### src/hdl/qdec_pkg.sv
// shared types, step table and codes for the quadrature decoder with tap
package qdec_pkg;

    localparam int EVENT_DATA_BITS  = 40;
    localparam int RESULT_DATA_BITS = 40;
    localparam int CFG_INDEX_BITS   = 8;
    localparam int CFG_DATA_BITS    = 16;
    localparam int TIME_BITS        = 32;
    localparam int OUT_POS_BITS     = 32;

    localparam logic [CFG_INDEX_BITS-1:0] CFG_CROSSTALK = 8'd0;
    localparam logic [CFG_INDEX_BITS-1:0] CFG_DEBOUNCE  = 8'd1;

    localparam logic [7:0]  CROSSTALK_RESET = 8'd10;
    localparam logic [15:0] DEBOUNCE_RESET  = 16'd200;

    localparam logic CMD_ROTARY = 1'b0;
    localparam logic CMD_SWITCH = 1'b1;

    localparam logic [1:0] DIR_NONE = 2'b00;
    localparam logic [1:0] DIR_CW   = 2'b01;
    localparam logic [1:0] DIR_CCW  = 2'b10;

    localparam logic [1:0] STEP_NONE = 2'b00;
    localparam logic [1:0] STEP_CW   = 2'b01;
    localparam logic [1:0] STEP_CCW  = 2'b11;

    typedef struct packed {
        logic                 command;
        logic                 pin_a;
        logic                 pin_b;
        logic                 switch_level;
        logic [TIME_BITS-1:0] now_ms;
    } event_t;

    typedef struct packed {
        logic [1:0] dir;
        logic [2:0] next_state;
    } table_entry_t;

    // rows: decoder state, columns: {pin_a, pin_b}
    localparam table_entry_t STEP_TABLE [0:7][0:3] = '{
        '{'{DIR_NONE, 3'd0}, '{DIR_NONE, 3'd2}, '{DIR_NONE, 3'd4}, '{DIR_NONE, 3'd0}},
        '{'{DIR_NONE, 3'd3}, '{DIR_NONE, 3'd0}, '{DIR_NONE, 3'd1}, '{DIR_CW,   3'd0}},
        '{'{DIR_NONE, 3'd3}, '{DIR_NONE, 3'd2}, '{DIR_NONE, 3'd0}, '{DIR_NONE, 3'd0}},
        '{'{DIR_NONE, 3'd3}, '{DIR_NONE, 3'd2}, '{DIR_NONE, 3'd1}, '{DIR_NONE, 3'd0}},
        '{'{DIR_NONE, 3'd6}, '{DIR_NONE, 3'd0}, '{DIR_NONE, 3'd4}, '{DIR_NONE, 3'd0}},
        '{'{DIR_NONE, 3'd6}, '{DIR_NONE, 3'd5}, '{DIR_NONE, 3'd0}, '{DIR_CCW,  3'd0}},
        '{'{DIR_NONE, 3'd6}, '{DIR_NONE, 3'd5}, '{DIR_NONE, 3'd4}, '{DIR_NONE, 3'd0}},
        '{'{DIR_NONE, 3'd0}, '{DIR_NONE, 3'd2}, '{DIR_NONE, 3'd4}, '{DIR_NONE, 3'd0}}
    };

endpackage

### src/hdl/qdec_rotary.sv
// full-step table decoder and wrapping position counter
module qdec_rotary
    import qdec_pkg::*;
#(
    parameter int POSITION_BITS = 32
)
(
    input  logic                    clk,
    input  logic                    rst_n,
    input  logic                    fire,
    input  event_t                  ev,
    output logic [OUT_POS_BITS-1:0] position,
    output logic [1:0]              step,
    output logic [TIME_BITS-1:0]    last_edge_time
);

    logic [2:0]               state_reg, state_next;
    logic [1:0]               pins_reg, pins_next;
    logic                     pins_valid_reg, pins_valid_next;
    logic [POSITION_BITS-1:0] count_reg, count_next;
    logic [TIME_BITS-1:0]     edge_time_reg, edge_time_next;

    logic         decode;
    logic [1:0]   pins;
    table_entry_t entry;

    assign pins  = {ev.pin_a, ev.pin_b};
    assign entry = STEP_TABLE[state_reg][pins];

    assign decode = (ev.command == CMD_ROTARY) && ev.switch_level
                    && !(pins_valid_reg && (pins == pins_reg));

    always_comb
    begin
        state_next      = state_reg;
        pins_next       = pins_reg;
        pins_valid_next = pins_valid_reg;
        count_next      = count_reg;
        edge_time_next  = edge_time_reg;
        step            = STEP_NONE;
        if (decode)
        begin
            state_next      = entry.next_state;
            pins_next       = pins;
            pins_valid_next = 1'b1;
            edge_time_next  = ev.now_ms;
            case (entry.dir)
                DIR_CW:
                begin
                    count_next = count_reg + 1'b1;
                    step       = STEP_CW;
                end
                DIR_CCW:
                begin
                    count_next = count_reg - 1'b1;
                    step       = STEP_CCW;
                end
                default:
                begin
                    count_next = count_reg;
                end
            endcase
        end
    end

    assign position       = OUT_POS_BITS'($signed(count_next));
    assign last_edge_time = edge_time_reg;

    always_ff @(posedge clk or negedge rst_n)
    begin
        if (!rst_n)
        begin
            state_reg      <= 3'd0;
            pins_reg       <= 2'd0;
            pins_valid_reg <= 1'b0;
            count_reg      <= '0;
            edge_time_reg  <= '0;
        end
        else if (fire)
        begin
            state_reg      <= state_next;
            pins_reg       <= pins_next;
            pins_valid_reg <= pins_valid_next;
            count_reg      <= count_next;
            edge_time_reg  <= edge_time_next;
        end
    end

endmodule

### src/hdl/qdec_tap.sv
// switch tap qualification against crosstalk and debounce windows
module qdec_tap
    import qdec_pkg::*;
(
    input  logic                 clk,
    input  logic                 rst_n,
    input  logic                 fire,
    input  event_t               ev,
    input  logic [TIME_BITS-1:0] last_edge_time,
    input  logic [7:0]           crosstalk_window_ms,
    input  logic [15:0]          debounce_window_ms,
    output logic                 tap
);

    logic [TIME_BITS-1:0] tap_time_reg, tap_time_next;
    logic [TIME_BITS-1:0] since_edge;
    logic [TIME_BITS-1:0] since_tap;

    assign since_edge = ev.now_ms - last_edge_time;
    assign since_tap  = ev.now_ms - tap_time_reg;

    assign tap = (ev.command == CMD_SWITCH)
                 && (since_edge >= TIME_BITS'(crosstalk_window_ms))
                 && (since_tap >= TIME_BITS'(debounce_window_ms));

    assign tap_time_next = tap ? ev.now_ms : tap_time_reg;

    always_ff @(posedge clk or negedge rst_n)
    begin
        if (!rst_n)
        begin
            tap_time_reg <= '0;
        end
        else if (fire)
        begin
            tap_time_reg <= tap_time_next;
        end
    end

endmodule

### src/hdl/quadrature_decoder_with_tap_core.sv
// top level: input register, decode and tap logic, result register, config registers
// result path: an event passes through the input register and then the result register
// throughput: one event per cycle while the output side accepts; the state update and output register set the pace
// the input register holds one more event while a result waits for the output side
// reset (rst_n, asynchronous, active low) clears decoder state, times, position
// and loads the crosstalk window with 10 and the debounce window with 200
module quadrature_decoder_with_tap_core
    import qdec_pkg::*;
#(
    parameter int POSITION_BITS = 32
)
(
    input  logic                        clk,
    input  logic                        rst_n,
    input  logic                        s_axis_tvalid,
    output logic                        s_axis_tready,
    // pin_a, pin_b, switch_level, now_ms[31:0], zero pad
    input  logic [EVENT_DATA_BITS-1:0]  s_axis_tdata,
    // command
    input  logic                        s_axis_tuser,
    output logic                        m_axis_tvalid,
    input  logic                        m_axis_tready,
    // position[31:0], step[1:0], tap, zero pad
    output logic [RESULT_DATA_BITS-1:0] m_axis_tdata,
    input  logic                        cfg_valid,
    output logic                        cfg_ready,
    input  logic [CFG_INDEX_BITS-1:0]   cfg_index,
    input  logic [CFG_DATA_BITS-1:0]    cfg_data
);

    event_t                      ev_reg, ev_next;
    logic                        in_valid_reg, in_valid_next;
    logic [RESULT_DATA_BITS-1:0] out_data_reg, out_data_next;
    logic                        out_valid_reg, out_valid_next;
    logic [7:0]                  crosstalk_reg;
    logic [15:0]                 debounce_reg;

    logic                        fire;
    logic                        in_take;
    logic [OUT_POS_BITS-1:0]     position;
    logic [1:0]                  step;
    logic                        tap;
    logic [TIME_BITS-1:0]        last_edge_time;

    assign fire          = in_valid_reg && (!out_valid_reg || m_axis_tready);
    assign s_axis_tready = !in_valid_reg || fire;
    assign in_take       = s_axis_tvalid && s_axis_tready;
    assign cfg_ready     = 1'b1;

    always_comb
    begin
        ev_next.command      = s_axis_tuser;
        ev_next.pin_a        = s_axis_tdata[0];
        ev_next.pin_b        = s_axis_tdata[1];
        ev_next.switch_level = s_axis_tdata[2];
        ev_next.now_ms       = s_axis_tdata[34:3];
    end

    assign in_valid_next  = in_take || (in_valid_reg && !fire);
    assign out_valid_next = fire || (out_valid_reg && !m_axis_tready);
    assign out_data_next  = {5'd0, tap, step, position};

    qdec_rotary #(
        .POSITION_BITS (POSITION_BITS)
    ) u_rotary (
        .clk            (clk),
        .rst_n          (rst_n),
        .fire           (fire),
        .ev             (ev_reg),
        .position       (position),
        .step           (step),
        .last_edge_time (last_edge_time)
    );

    qdec_tap u_tap (
        .clk                 (clk),
        .rst_n               (rst_n),
        .fire                (fire),
        .ev                  (ev_reg),
        .last_edge_time      (last_edge_time),
        .crosstalk_window_ms (crosstalk_reg),
        .debounce_window_ms  (debounce_reg),
        .tap                 (tap)
    );

    always_ff @(posedge clk or negedge rst_n)
    begin
        if (!rst_n)
        begin
            in_valid_reg  <= 1'b0;
            out_valid_reg <= 1'b0;
        end
        else
        begin
            in_valid_reg  <= in_valid_next;
            out_valid_reg <= out_valid_next;
        end
    end

    always_ff @(posedge clk)
    begin
        if (in_take)
        begin
            ev_reg <= ev_next;
        end
        if (fire)
        begin
            out_data_reg <= out_data_next;
        end
    end

    always_ff @(posedge clk or negedge rst_n)
    begin
        if (!rst_n)
        begin
            crosstalk_reg <= CROSSTALK_RESET;
            debounce_reg  <= DEBOUNCE_RESET;
        end
        else if (cfg_valid && cfg_ready)
        begin
            case (cfg_index)
                CFG_CROSSTALK: crosstalk_reg <= cfg_data[7:0];
                CFG_DEBOUNCE:  debounce_reg  <= cfg_data;
                default:       crosstalk_reg <= crosstalk_reg;
            endcase
        end
    end

    assign m_axis_tvalid = out_valid_reg;
    assign m_axis_tdata  = out_data_reg;

endmodule

### config.mk
export PLATFORM = sky130hd
export DESIGN_NAME = quadrature_decoder_with_tap_core
export DESIGN_NICKNAME = d
export VERILOG_FILES = /design/src/hdl/qdec_pkg.sv /design/src/hdl/qdec_rotary.sv /design/src/hdl/qdec_tap.sv /design/src/hdl/quadrature_decoder_with_tap_core.sv
export SDC_FILE = /design/constraint.sdc
export NUM_CORES = 1
export LEC_CHECK = 0
export BUFFER_PORTS_ARGS = -buffer_cell sky130_fd_sc_hd__buf_2
export CORE_MARGIN = 1
export CORE_UTILIZATION = 38
export CTS_CLUSTER_DIAMETER = 120
export DETAILED_ROUTE_END_ITERATION = 10
export PLACE_DENSITY = 0.54
export SLEW_MARGIN = 20
export SYNTH_ARGS = -nofsm -noshare
export SYNTH_HDL_FRONTEND = slang
export SYNTH_HIERARCHICAL = 1
export SYNTH_SLANG_ARGS = --single-unit
### constraint.sdc
create_clock -name clk -period 4.7 [get_ports clk]
set_input_delay 0.235 -clock clk [delete_from_list [all_inputs] [get_ports clk]]
set_output_delay 0.235 -clock clk [all_outputs]
set_load 0.02 [all_outputs]
======== Yosys cells after proc, flatten, opt, wreduce, memory -nomap -nowiden ========
Memory sizes are Yosys's and may differ from the RTL's.
Index checks and enable logic that the tools add are counted.
word-level totals
  output and inout port bits .............. 43
  register bits ........................... 199
  word-level logic and storage cells ...... 64
  input port bits ......................... 70
  bits in read-only memories .............. 160
  memories ................................ 1
cells by class
  reductions and logical operators ........ 23
  mux-type cells .......................... 8
  add/subtract/negate cells ............... 4
  equal/unequal tests ..................... 4
  magnitude comparators ................... 4
  bitwise gates (word level) .............. 3
memory list
  name             depth  width  rd ports  clocked after memory_dff  wr ports  RTL line           text
  (no name shown)  8      20     1         0                         0         qdec_rotary.sv:28  assign entry = STEP_TABLE[state_reg][pins];
operators by type and width
  operator                                                  count
  one-hot mux 32 bit (2 select lines)                       1
  subtractor 32 bit                                         2
  two-way mux 20 bit                                        2
  adder 32 x 1 -> 32 bit, second input constant             1
  greater-or-equal comparator 32 x 16 -> 1 bit              1
  greater-or-equal comparator 32 x 8 -> 1 bit               1
  two-way mux 32 bit                                        1
  subtractor 32 x 1 -> 32 bit, second input constant        1
  binary-select mux 5 bit (select 2 bit)                    1
  two-way mux 5 bit                                         2
  logical AND 1 bit                                         9
  equality test 8 x 1 -> 1 bit, second input constant       1
  logical NOT 8 bit                                         1
  AND reduction 2 bit                                       4
  logical NOT 1 bit                                         5
  greater-or-equal comparator 4 bit, second input constant  1
  logical OR 1 bit                                          4
  inverter 3 -> 4 bit                                       1
  one-hot mux 2 bit (2 select lines)                        1
  greater-or-equal comparator 3 bit, second input constant  1
  inverter 2 -> 3 bit                                       1
  equality test 2 x 1 -> 1 bit, second input constant       1
  equality test 2 bit                                       1
  equality test 2 bit, second input constant                1
  inverter 1 bit                                            1

======== Logic depth before layout (Yosys ltp) ========
Gate-level depths: netlist (run 1).
  word-level depth ........................ 10
  gate-level depth with buffers ........... 22
  mapped depth without buffers ............ 21

======== Hierarchy ========
The synthesis (run 1) kept the hierarchy.
modules (own cells, without submodules)
  module                            sequential area each (µm²)  cells an instance  instances  area an instance (µm²)
  qdec_tap                          800.8                       767                1          5920.7
  qdec_rotary                       1751.7                      512                1          4885.9
  quadrature_decoder_with_tap_core  2788.9                      142                1          3260.6

======== Least setup slack after synthesis (run 1) ========
No wires, ideal clock.
  path type ............................... register to register
  from .................................... register ev_reg[0] in the netlist's numbering
  to ...................................... register u_tap.tap_time_reg[0]
  cell stages (with the launch flop) ...... 23
  path buffers ............................ 1
  library setup time ...................... 125 ps
  required time ........................... 4575 ps
  arrival ................................. 4395 ps
  period minus slack after synthesis ...... 4520 ps
  path slack .............................. 180 ps
  path through ............................ edfxtp_1 > inv_1 > ha_1 > inv_1 > fa_1 > a211oi_1 > o21ai_1 > a21boi_0 > o21bai_1 > a21oi_1 > xnor2_1 > ha_1 > a21oi_1 > a21boi_0 > a2111oi_0 > a21oi_1 > nor4_1 > nand3_1 > nor4_1 > nand4_1 > nand4_4 > buf_12 > mux2_4
between the ends
  longest elaborated chain between the ends .. 5
  elaborated cells on any way between the ends .. 7
  those cells by class .................... add/sub: 2; order compare: 2; reduce/logical: 3
RTL lines
  item                                         RTL line                                 text
  from (decl)                                  quadrature_decoder_with_tap_core.sv:31   event_t ev_reg, ev_next;
  from (signal assigned)                       quadrature_decoder_with_tap_core.sv:104  ev_reg <= ev_next;
  subtractor 32 bit                            qdec_tap.sv:19                           assign since_edge = ev.now_ms - last_edge_time;
  greater-or-equal comparator 32 x 8 -> 1 bit  qdec_tap.sv:23                           && (since_edge >= TIME_BITS'(crosstalk_window_ms))
  logical AND 1 bit                            qdec_tap.sv:23
  logical AND 1 bit                            qdec_tap.sv:24                           && (since_tap >= TIME_BITS'(debounce_window_ms));
  AND reduction 2 bit (no source line)         n/a
  to (signal assigned)                         qdec_tap.sv:36                           tap_time_reg <= tap_time_next;
  to (decl)                                    qdec_tap.sv:15                           logic [TIME_BITS-1:0] tap_time_reg, tap_time_next;
Several ways; a longest one is shown, not always the timed one.
A chain may end at the register's enable or synchronous reset.

======== Worst setup path in the final report (run 1) ========
  from .................................... register ev_reg[1] in the netlist's numbering
  to ...................................... register u_tap.tap_time_reg[30]
between the ends
  longest elaborated chain between the ends .. 5
  elaborated cells on any way between the ends .. 7
  those cells by class .................... add/sub: 2; order compare: 2; reduce/logical: 3
RTL lines
  item                                         RTL line
  subtractor 32 bit                            qdec_tap.sv:19
  greater-or-equal comparator 32 x 8 -> 1 bit  qdec_tap.sv:23
  logical AND 1 bit                            qdec_tap.sv:23
  logical AND 1 bit *                          qdec_tap.sv:24
  AND reduction 2 bit (no source line) *       n/a
Mark *: on every way between the ends. The rest lies on a longest branch, timed or not.

==> results.json, run 1 <==
{
  "status": "complete, but fails checks",
  "violations": "negative setup slack",
  "clkLatencyLatePin_ps": 450,
  "power_mw": 7.73,
  "crit_arrival_ps": 5040,
  "ctsHtreeMaxLevel": 4,
  "timing.final.ws_setup_ps": -2.47,
  "layout-drive-gt1-share_pct": 25.1,
  "synthTopCellsByArea": "dfrtp_1, edfxtp_1, ha_1",
  "rows": 70,
  "core_um2": 36500,
  "gr-total-overflow": 0,
  "hold_class": "primary input to register",
  "syn-cell-area_um2": 14100,
  "largest_reg_flops": 36,
  "period_share_pct": 100,
  "cts_buffers": 17,
  "synth-simple-area-share_pct": 13.6,
  "path_clk_slew_ps": 70,
  "place_congestion": 0.853,
  "worst_pin_slew_ps": 1030,
  "syn_avg_cell_area_um2": 9.90,
  "synth_top_family_by_area": "compound AO/OA/AOI/OAI gates",
  "firstDrtPassIters": 5,
  "die_w_um": 194,
  "power_density_nw_per_um2": 463,
  "synthXorXnorAreaFrac_pct": 4.85,
  "cts.sinks": 199,
  "multiInputGateArea_um2": 8180,
  "dpl.hpwl_mm": 26.2,
  "synth_fa_ha_area_share_pct": 11.2,
  "muxShareOfSynthArea_pct": 11.0,
  "fillers": 3477,
  "ys_ff_latch": 199,
  "peakVddDrop_uv": 258,
  "synthCells": 1421,
  "wire_per_inst_um": 16.8,
  "syn_to_final_growth_pct": 18.6,
  "synth-compound-area-share_pct": 15.7,
  "grt_max_degree": 90,
  "setup_viol": 1,
  "antenna_cells": 0,
  "async_reset_ff_share_pct": 64.3,
  "start_util_pct": 38.5,
  "first_global_vias": 10996,
  "cp-end-kind": "register",
  "grt_usage_pct": 19.2,
  "cp-start-kind": "register",
  "criticalPathCategory": "register to register",
  "final_util_pct": 45.7,
  "synth_seq_area_share_pct": 38.0,
  "fin_nets": 1796,
  "slew_headroom_pct": 31.3,
  "synthDistinctLibCells": 87,
  "regArea_um2": 5340,
  "die_h_um": 194,
  "yosysTopAreaCell": "dfrtp_1",
  "vias": 10979,
  "rsz0062_at_grt": "true",
  "skew_ps": 11.2,
  "period_needed_ps": 4700,
  "cts_tree": "done",
  "first_iter_violations": 444,
  "antenna_found_initial": 0,
  "drv_slew": 0,
  "grt_pass1_wl_mm": 58.1,
  "critPathMaxFanout": 4,
  "yosysWarnings": 6,
  "drt_wl_total_mm": 35.0,
  "final_antenna_net_count": 0,
  "cts_root_buffer": "clkbuf_16",
  "required_ps": 5040,
  "ios": 113,
  "vias_per_cell": 5.27,
  "fmax_mhz": 213,
  "die_area_um2": 37800,
  "drv_cap": 0,
  "clockBufferDepth": 2,
  "hold_viol_final": 0,
  "portBuffers": 101,
  "synth_flop_cell": "dfrtp_1",
  "post-route-drc-count": 0,
  "synth_top_area_share_pct": 21.9,
  "synth_edf_count": 71,
  "leakage_nw": 7.59
}
[metrics by stage]
step	area (um^2)	TNS (ps)	std cells	worst slack, ps	hold slack, ps
finish	16700	-2.47	2083	-2.47	26.3
global route	16700	-5070	2083	-185	13.3
CTS	16500	-1010	2076	-71.1	3.68
detailed placement	15300	-10050	1993	-347	400
global placement	15300	-8280	1993	-283	399
floorplan	14100	0	1425	180	-60.6
[synth_stat cells, types with 9 or more instances]
| master | number |
|---|---|
| mux2_4 | 39 |
| ha_1 | 121 |
| nand2b_1 | 14 |
| nand3_1 | 27 |
| o21ai_0 | 54 |
| a31oi_1 | 19 |
| nor2_1 | 72 |
| xor2_1 | 29 |
| o211ai_1 | 23 |
| buf_2 | 12 |
| xnor2_1 | 47 |
| clkbuf_1 | 30 |
| nand4_1 | 28 |
| nand2_1 | 143 |
| inv_1 | 104 |
| a21oi_1 | 106 |
| edfxtp_1 | 71 |
| buf_4 | 9 |
| and3_1 | 14 |
| and2_1 | 10 |
| a21o_1 | 26 |
| nor2b_1 | 14 |
| o31ai_1 | 14 |
| dfrtp_1 | 123 |
| nor3_1 | 17 |
| o21a_1 | 18 |
| mux2_2 | 79 |
| a211oi_1 | 10 |
[path summary, 6_finish.rpt]
check | cells after the start | slack, ps | end | from
setup / recovery | 22 | -2 | u_tap/tap_time_reg[30] | ev_reg[1]
hold / removal | 2 | 30 | debounce_reg[9] | cfg_data[9]
setup reg to reg | 22 | -2 | u_tap/tap_time_reg[30] | ev_reg[1]
hold reg to reg | 1 | 470 | u_rotary/pins_valid_reg | u_rotary/pins_valid_reg
max in group asynchronous | 3 | 3120 | debounce_reg[3] | rst_n
min in group asynchronous | 2 | 450 | m_axis_tvalid | rst_n
[layout by cell type (no fill, tap or decap), types with 5 or more instances in the layout]
cell / instances
nor3_1: 16
dlygate4sd3_1: 40
o211ai_1: 23
o21ai_0: 52
xnor2_1: 47
a21oi_1: 98
a211oi_1: 8
buf_4: 75
nor2_1: 72
dfstp_2: 5
o31ai_1: 14
o2111ai_1: 6
mux2_4: 41
clkbuf_16: 20
and4_1: 5
dfrtp_1: 123
ha_1: 116
a31oi_1: 19
nand3_1: 25
and2_1: 7
mux2i_1: 7
xor2_1: 29
edfxtp_1: 71
a21o_1: 26
nand2b_1: 13
mux2_2: 77
conb_1: 6
inv_1: 102
o21ai_1: 6
nor2b_1: 12
nand2_1: 142
buf_2: 100
or3_1: 8
o21a_1: 18
o21bai_1: 7
a21oi_2: 10
nand4_1: 28
and3_1: 14
[per-layer routing]
metal / part of all wire (%) / vias up / track usage [%]
met5: 0 / - / 0
met4: 1.5 / 0 / 5.64
met3: 2.8 / 21 / 2.59
met2: 47 / 177 / 31.3
met1: 49 / 5276 / 26.5
li1: - / 5505 / -
[where the power goes]
group          leakage [nW]  total (mW)  internal, mW  switching, mW
logic                  5.01        3.91          1.77           2.14
clock network         0.305        1.52         0.814          0.701
registers              2.28        2.31          2.11          0.201
total                  7.59        7.73          4.69           3.04
[layout make-up]
type	count	area share, %
multi-input cells	1058	49.0
flip-flops and latches	199	32.0
repair buffers	222	9.50
well taps	468	3.51
clock buffers	23	3.19
inverters	104	2.34
clock inverters	9	0.435
[worst max-delay path, stage by stage, from the launching register on]
cell       delay, ps
edfxtp_1         420
buf_6            150
ha_4             200
nor2b_4          120
o2111ai_2        210
nand2_1          130
nand2_2           90
nand2b_1          70
a21oi_2          150
xnor2_1          100
ha_1             330
nand3_2          100
nor3_2            50
a2111o_1         350
nor4_2           260
nand3_1          120
or4b_4           580
nor4b_4          270
nand3_2          140
nand4_4          220
buf_12           130
buf_16           100
mux2_4           290
[logic make-up after synthesis]
| kind of cell | after synthesis |
|---|---|
| simple gates | 386 |
| compound gates | 340 |
| flops | 199 |
| buf+inv | 168 |
| mux | 125 |
| fa+ha+maj | 124 |
| xor+xnor | 77 |
| other cells | 2 |
[timing repair]
| action | CTS | global route |
|---|---|---|
| resized for setup | 24 | 34 |
| endpoints found under the setup margin | 33 | 33 |
| pin swaps | 13 | 29 |
| hold buffers | 40 | 0 |
| endpoints found under the hold margin | 126 | 0 |
| buffers inserted | 9 | 9 |
| gates cloned | 2 | 0 |
Power figures use the tool's default switching activity.
==> run 2: changes to the inputs <==
--- a/config.mk
+++ b/config.mk
@@ -8,9 +8,12 @@
 export BUFFER_PORTS_ARGS = -buffer_cell sky130_fd_sc_hd__buf_2
 export CORE_MARGIN = 1
 export CORE_UTILIZATION = 38
+export CTS_BUF_LIST = sky130_fd_sc_hd__clkbuf_2 sky130_fd_sc_hd__clkbuf_4 sky130_fd_sc_hd__clkbuf_8
 export CTS_CLUSTER_DIAMETER = 120
 export DETAILED_ROUTE_END_ITERATION = 10
 export PLACE_DENSITY = 0.54
+export SETUP_SLACK_MARGIN = 0.2
+export SKIP_LAST_GASP = 1
 export SLEW_MARGIN = 20
 export SYNTH_ARGS = -nofsm -noshare
 export SYNTH_HDL_FRONTEND = slang
==> results.json, run 2 (synthesis gave the netlist of run 1 again) <==
{
  "status": "complete, but fails checks",
  "violations": "negative setup slack",
  "setup_viol": 16,
  "rows": 70,
  "period_needed_ps": 4740,
  "power.switching_mw": 2.95,
  "largest_reg_flops": 36,
  "antenna_found_initial": 0,
  "cts_buffers": 17,
  "post-route-drc-count": 0,
  "grt_usage_pct": 19.1,
  "power_frac_seq_pct": 31.1,
  "holdPathStages": 3,
  "first_global_vias": 10845,
  "cts_tree": "done",
  "leakage_nw": 7.55,
  "syn_to_final_growth_pct": 18.0,
  "slowest_delay_ps": 410,
  "firstDrtPassIters": 5,
  "cts.sinks": 199,
  "drv_slew": 0,
  "vias": 11082,
  "combPwrFrac_pct": 51.9,
  "clkLatencyLatePin_ps": 520,
  "vias_per_cell": 5.30,
  "hp-start": "cfg_index[0]",
  "min_to": "crosstalk_reg[7]",
  "swShare_pct": 39.8,
  "critPathMaxFanout": 5,
  "clock_power_share_pct": 17.1,
  "core_um2": 36500,
  "required_ps": 5120,
  "tns_ps": -316,
  "cts_root_buffer": "clkbuf_8",
  "layout_commonest_cell": "nand2_1",
  "place_congestion": 0.874,
  "grt_pass1_wl_mm": 57.1,
  "fillers": 3529,
  "layout_common_cells": "nand2_1, dfrtp_1, ha_1, inv_1",
  "gr-total-overflow": 0,
  "final_util_pct": 45.5,
  "die_w_um": 194,
  "layout-drive-gt1-share_pct": 24.0,
  "ios": 113,
  "antenna_cells": 0,
  "rsz0062_at_grt": "true",
  "wire_per_inst_um": 16.7,
  "drt_wl_total_mm": 35.0,
  "start_util_pct": 38.5,
  "intPower_mw": 4.46,
  "cp-start-kind": "register",
  "crit_arrival_ps": 5160,
  "dpl.hpwl_mm": 26.0,
  "r2r-start": "ev_reg[0]",
  "worst_pin_slew_ps": 1030,
  "clockBufferDepth": 2,
  "fmax_mhz": 211,
  "rrSetupSlack_ps": -40,
  "slew_headroom_pct": 31.1,
  "criticalPathCategory": "register to register",
  "ctsHtreeMaxLevel": 4,
  "peakVddDrop_uv": 225,
  "first_iter_violations": 536,
  "die_h_um": 194,
  "cp_cell_sequence": "inv_2, ha_4, inv_2, fa_2, a211oi_2, o21ai_2, buf_4, a22oi_2, nor2b_4, xnor2_1, ha_1, a21o_1, a2111oi_4, nand4b_1, nor4_2, nand3_1, nor4_2, nand4_1, nand4_4, buf_12, clkbuf_16, mux2_4",
  "die_area_um2": 37800,
  "period_share_pct": 101,
  "fin_nets": 1804,
  "skew_ps": 24.3,
  "reg2reg_depth": 22,
  "cp-end-kind": "register",
  "portBuffers": 101,
  "final_antenna_net_count": 0,
  "hold_viol_final": 0,
  "slowest_stage": "edfxtp_1",
  "timing.final.ws_setup_ps": -39.4,
  "path_clk_slew_ps": 100,
  "hold_class": "primary input to register",
  "r2r-end": "u_tap/tap_time_reg[2]",
  "power_density_nw_per_um2": 447,
  "drv_cap": 0,
  "grt_max_degree": 93
}
[run 2: power by group through the flow]
stage,Clock (mW),Sequential [mW],Combinational [mW]
floorplan,0,2.31,2.66
global placement,0,2.33,3.50
detailed placement,0,2.34,3.53
CTS,1.32,2.31,3.77
global route,1.40,2.34,4.27
finish,1.27,2.30,3.84
[run 2: final cells by class]
class	instances	area [um^2]	area share [%]
Tap cell	468	586	3.53
Clock inverter	10	166	1.00
Sequential cell	199	5340	32.2
Clock buffer	22	278	1.67
Inverter	104	390	2.35
Timing Repair Buffer	230	1710	10.3
Multi-Input combinational cell	1058	8120	48.9
[run 2: worst max path at each step]
stage / startpoint / to / slack [ps] / cells past startpoint
CTS: ev_reg[0] / u_tap/tap_time_reg[21] / 60 / 23
finish: ev_reg[0] / u_tap/tap_time_reg[2] / -40 / 22
global route: ev_reg[0] / u_tap/tap_time_reg[18] / -410 / 22
floorplan: ev_reg[0] / u_tap/tap_time_reg[0] / 270 / 22
detailed placement: ev_reg[0] / u_tap/tap_time_reg[23] / -310 / 21
global placement: ev_reg[0] / u_tap/tap_time_reg[31] / -210 / 22
[run 2: worst max-delay path: cells and delay by family (launching register included)]
kind | cells | cell delay [ps]
compound gates | 5 | 1000
flops | 1 | 410
fa+ha+maj | 3 | 750
simple gates | 7 | 1500
mux | 1 | 290
xor+xnor | 1 | 130
buf+inv | 5 | 560
[run 2: metrics by stage]
step | setup WS, ps | total power [mW] | hold WS [ps] | area [um^2] | std cells
after floorplan | 267 | 4.97 | -60.6 | 14100 | 1425
after CTS | 56.4 | 7.40 | 133 | 16500 | 2086
after global routing | -408 | 8.02 | 159 | 16600 | 2091
after detailed placement | -308 | 5.87 | 413 | 15200 | 1982
after global placement | -213 | 5.83 | 403 | 15200 | 1982
final | -39.4 | 7.41 | 192 | 16600 | 2091
[run 2: layer usage]
metal / vias to the layer above / wire [um] / track usage [%]
met2: 219 / 16200 / 30.6
li1: 5513 / - / -
met1: 5317 / 16900 / 26.0
met3: 33 / 1240 / 3.33
met4: 0 / 671 / 6.41
met5: - / 0 / 0
[run 2: timing repair]
item	CTS	global route
buffers inserted	14	4
cloned	2	1
setup endpoints to repair	33	33
endpoints found under the hold margin	149	0
resized for setup	40	7
pin swaps	17	11
hold buffers	56	0
